===== config.mk =====
export PLATFORM = sky130hd
export DESIGN_NAME = gci_round_sat
export DESIGN_NICKNAME = d
export VERILOG_FILES = /design/src/sv/gci_pkg.sv /design/src/sv/gci_round_sat.sv
export SDC_FILE = /design/constraint.sdc
export NUM_CORES = 1
export LEC_CHECK = 0
export BUFFER_PORTS_ARGS = -buffer_cell sky130_fd_sc_hd__buf_2
export CORE_MARGIN = 2
export CORE_UTILIZATION = 30
export DETAILED_ROUTE_END_ITERATION = 8
export RECOVER_POWER = 50
export SLEW_MARGIN = 15
export SYNTH_ARGS = -nofsm -noshare
export SYNTH_HDL_FRONTEND = slang
export SYNTH_SLANG_ARGS = --single-unit

===== constraint.sdc =====
create_clock -name vclk -period 7.03
set_input_delay 1.0545 -clock vclk [all_inputs]
set_output_delay 1.0545 -clock vclk [all_outputs]
set_load 0.01 [all_outputs]

===== src/sv/gci_pkg.sv =====
// Shared types and constants for the grid cell interpolator.
// Used by gci_round_sat and grid_cell_interpolator; no dependencies.
`timescale 1ns / 1ps

package gci_pkg;

    // Interpolation method codes held in the mode register.
    typedef enum logic [1:0] {
        MODE_BILIN  = 2'd0,
        MODE_MSL    = 2'd1,
        MODE_BIQUAD = 2'd2,
        MODE_ALTBQ  = 2'd3
    } t_mode;

    // Width of the exact accumulator that feeds the rounding stage.
    localparam int unsigned ACC_W = 150;

    // Rounded and saturated result.
    typedef struct packed {
        logic [31:0] value;
        logic        sat;
    } t_result;

endpackage


===== src/sv/gci_round_sat.sv =====
// Rounds the exact accumulator to Q16.16 and saturates it to 32 bits.
// Depends on gci_pkg for the mode codes, the accumulator width and the result type.
`timescale 1ns / 1ps

module gci_round_sat (
    input  logic signed [gci_pkg::ACC_W-1:0] i_acc,
    input  gci_pkg::t_mode                   i_mode,
    output gci_pkg::t_result                 o_res
);
    import gci_pkg::*;

    logic signed [ACC_W-1:0] v;
    logic                    fits;

    // Add one half of the output step, then floor by the method's scale.
    always_comb begin
        case (i_mode)
            MODE_BILIN: v = (i_acc + (ACC_W'(1) <<< 31)) >>> 32;
            MODE_MSL:   v = (i_acc + (ACC_W'(1) <<< 95)) >>> 96;
            default:    v = (i_acc + (ACC_W'(1) <<< 65)) >>> 66;
        endcase
    end

    // Clamp when the upper bits are not a sign extension of bit 31.
    assign fits = (v[ACC_W-1:31] == {(ACC_W-31){v[31]}});
    assign o_res.value = fits ? v[31:0] : (v[ACC_W-1] ? 32'h8000_0000 : 32'h7FFF_FFFF);
    assign o_res.sat   = ~fits;

endmodule


* Yosys cells after proc, flatten, opt, wreduce, memory -nomap -nowiden
Index checks and enable logic that the tools add are counted.
** Cells by class
- Reduce and logical (&&, ||, !) cells :: 1
- Mux-type cells :: 3
- Equality and inequality tests :: 2
- $add $sub $neg :: 3
- Bitwise gates (word level) :: 1
** Operators with widths (number)
- $pmux 150 s2 :: 1
- $add 150x33->150 const B :: 1
- $add 150x67->150 const B :: 1
- $add 150x97->150 const B :: 1
- $eq 118x118->1 :: 1
- $mux 32 :: 2
- $eq 2x1->1 const B :: 1
- $logic_not 2->1 :: 1
- $not 1->1 :: 1
** Storage, ports and cells
- Input port bits :: 152
- Bits in registers :: 0

* Depth between registers and ports, before layout
- Depth after elaboration :: 4
- Gate-level depth with buffers :: 15
- Depth with buffers taken out :: 12

* Worst setup path after synthesis
Ideal clock, no wire load.
- Kind :: in2out
- Start point :: input i_acc[122] in the netlist's numbering
- End point :: output o_res[10] in the netlist's numbering
- Slack :: 1113 ps
- Data required time :: 5975 ps
- Arrival :: 4863 ps
- Stages :: 12
- Path through :: buf_4 -> nand4_4 -> or4_4 -> or4_4 -> or4_4 -> and2_4 -> a21oi_4 -> a22oi_1 -> or4_4 -> nor4b_4 -> buf_6 -> mux2i_1
** RTL lines
- start: declaration :: RTL line gci_round_sat.sv:6 : input logic signed [gci_pkg::ACC_W-1:0] i_acc,
- end: declaration :: RTL line gci_round_sat.sv:8 : output gci_pkg::t_result o_res

==> out/metrics.csv <==
stage;metric;value;unit
critical_path;cp-start-kind;input pin;
sta;tns;0;ns
grt;grt_pass1_vias;11982;
power_and_ir_drop;ir_drop;0.0249;mV
critical_path;path_class;in -> out;
placed_design;portBuffers;154;
die;start_util;0.303;
routing;drt_iter0_markers;1955;
sta;worst_slack;0.233;ns
yosys;yosysTopAreaCellShare;0.124;
finish;area_delta_synth_final;22.2;%
cts;post_cts_buffers;0;
critical_path;path_cells;buf_2 -> buf_4 -> nand4_1 -> nor3_1 -> nand3_1 -> buf_4 -> or4_1 -> a221oi_1 -> nand3_1 -> a2111o_1 -> a221oi_1 -> buf_4 -> o2111ai_1 -> nor4b_4 -> buf_12 -> mux2i_1 -> buf_2;
die;die_area;30300;sq um
power_and_ir_drop;clkPwrFrac;0;
power_and_ir_drop;p_seq_frac;0;
yosys;synth_nets;1510;
die;io_pins;185;
grt;grt_max_degree;69;
yosys;syn_inst;1355;
finish;nClkBuffers;0;
die;core_area;28600;sq um
sta;grt_setup_unrepaired;false;
placed_design;pre_cts_ws;0.248;ns
power_and_ir_drop;switchingPower;331;uW
hold_path;min_path_type;in -> out;
routing;drt-total-wl;61500;um
critical_path;cp_num_buf_inv;6;
power_and_ir_drop;internal_power;160;uW
critical_path;endpoint_kind;primary output;
critical_path;crit_slowest_cell;nor3_1;
yosys;yosysWarningCount;0;
yosys;synth_area_per_cell;6.40;sq um
die;rows;62;
sta;slew_headroom;0.162;
critical_path;cp_slowest_stage_delay;0.56;ns
die;die_w;174;um
routing;avgRoutedWirePerCell;31.6;um
grt;grt_antenna_before_repair;3;
critical_path;cp_max_fo;27;
placed_design;globalplace.congestion;1.08;
sta;max_freq;147;MHz
finish;design.seq.count;0;
finish;drive_gt1_frac;0.233;
yosys;synth_area;8670;sq um
sta;setup_viol;0;
finish;final_nets;1718;
grt;grt_pass1_wl;86900;um
routing;drc_errors;0;
routing;vias;12810;
yosys;ys_types;81;
sta;period_minus_slack;6.80;ns
sta;slew_viol_final;0;
run_status;outcome;finished, final reports clean;
sta;worst_pin_slew;1.25;ns
sta;hold_viol_final;0;
power_and_ir_drop;switching_share;0.674;
power_and_ir_drop;combPwrFrac;1.000;
finish;postLayoutCoreUtil;0.370;
yosys;synth_top_area_cell;xnor2_1;
cts;cts_hold_buf;0;
critical_path;crit_arrival;5.74;ns
power_and_ir_drop;powerDensity;46.2;nW/um^2
die;die_y;174;um
placed_design;hpwl;51300;um
grt;track_usage;0.391;
finish;fillCellCount;3246;
run;cap_viol_max_count;0;
routing;ant_nets;0;
sta;period_share;0.967;
routing;vias_per_cell;6.58;
critical_path;crit_family;simple AND/OR/NAND/NOR gates;
critical_path;cpMostUsedCell;buf_4;
yosys;ys_seq_area_frac;0;
power_and_ir_drop;p_leak;0.00338;uW
grt;grt_overflow;0;
yosys;yosys-top-cells-area;xnor2_1 12%, nand4_1 9.2%, xor2_1 7.7%;
critical_path;required;5.98;ns
finish;seqCellArea;0;sq um
routing;drtPass1Iterations;8;
what timing repair did:
item / in CTS / in global routing
endpoints found under the hold margin: 0 / 0
endpoints found under the setup margin: 0 / 4
resized for setup: 0 / 1
worst min-delay path, stage by stage:
cell and delay, ns:
buf_2 0.09, xnor2_1 0.08, nor2_1 0.10, a211oi_1 0.06, a21oi_1 0.12, mux2i_1 0.08
buf_2 0.13
final timing paths:
| path | startpoint | end | depth (start not counted) |
|---|---|---|---|
| worst max-delay path | i_acc[79] | o_res[6] | 17 |
| worst min-delay path | i_acc[36] | o_res[5] | 7 |
layout by cell type, fill, tap and decap left out, drive strengths merged, types with 9 or more instances in the layout:
master | synthesis | final
a211oi | 22 | 22
a21oi | 41 | 41
a22oi | 11 | 11
and2 | 12 | 12
and3 | 23 | 23
and4 | 22 | 22
buf | 69 | 317
clkbuf | 45 | 9
inv | 25 | 25
mux2i | 49 | 49
nand2 | 121 | 121
nand3 | 73 | 73
nand4 | 135 | 135
nor2 | 122 | 122
nor3 | 92 | 92
nor4 | 70 | 70
o21ai | 43 | 43
o31ai | 12 | 12
or3 | 38 | 38
or4 | 22 | 22
xnor2 | 123 | 123
xor2 | 76 | 76
routing by layer:
layer / share of wire / global-route usage / wire, um / up-vias
met5: 0.00018 / 0 / 11 / -
met4: 0.083 / 0.250 / 5130 / 2
met1: 0.40 / 0.509 / 24300 / 6012
li1: - / - / - / 5548
met3: 0.11 / 0.0733 / 6740 / 237
met2: 0.41 / 0.593 / 25300 / 1011
synthesized netlist by cell type (4+ instances only):
cell,instances
nand4_1,127
xnor2_1,123
nor2_1,122
nand2_1,121
nor3_1,85
xor2_1,76
nand3_1,72
nor4_1,64
mux2i_1,49
buf_2,42
clkbuf_1,42
a21oi_1,40
o21ai_0,40
or3_1,37
inv_1,24
and3_1,23
a211oi_1,22
and4_1,22
or4_1,18
buf_4,15
o31ai_1,12
a22oi_1,11
and2_1,11
buf_6,8
o211ai_1,8
a222oi_1,7
nand2b_1,7
nor3_2,7
or2_2,6
a211o_1,5
a31oi_1,5
dlygate4sd1_1,5
nor4_2,5
a221o_1,4
a221oi_1,4
buf_1,4
nand4_2,4
nand4_4,4
nand4b_1,4
nor4b_1,4
or4_4,4
kinds of logic (layout without fill, tap and decap cells):
| kind of cell | Yosys count | in the layout | share of synthesized area |
|---|---|---|---|
| XOR/XNOR | 199 | 199 | 0.201 |
| adder cells (fa/ha/maj) | 3 | 3 | 0.00433 |
| other | 0 | 2 | 0 |
| AO/OA/AOI/OAI | 194 | 194 | 0.154 |
| AND/OR/NAND/NOR | 765 | 765 | 0.498 |
| multiplexers | 49 | 49 | 0.0565 |
| buffers and inverters | 145 | 351 | 0.0863 |
metrics by stage:
step	area [sq um]	hold slack (ns)	power, uW	cells
global placement	10600	2.76	473	1945
detailed placement	10600	2.74	469	1945
floorplan	8670	2.39	269	1355
CTS	10600	2.74	472	1945
global route	10600	2.80	508	1946
finish	10600	2.76	490	1947
power groups by stage:
| stage | Clock [uW] | Combinational [uW] | Sequential, uW |
|---|---|---|---|
| 3_3_place_gp | 0 | 473 | 0 |
| 3_5_place_dp | 0 | 469 | 0 |
| 6_report | 0.00000134 | 490 | 0 |
| 2_1_floorplan | 0 | 269 | 0 |
| 4_1_cts | 0 | 472 | 0 |
final cells by class:
| class | instances | area, sq um | share of cell area |
|---|---|---|---|
| timing repair buffer | 326 | 2090 | 0.197 |
| multi-input combinational | 1210 | 7930 | 0.748 |
| antenna | 2 | 5.00 | 0.000472 |
| inverter | 25 | 93.8 | 0.00885 |
| tap | 384 | 480 | 0.0453 |
(Power assumes the default switching activity.)
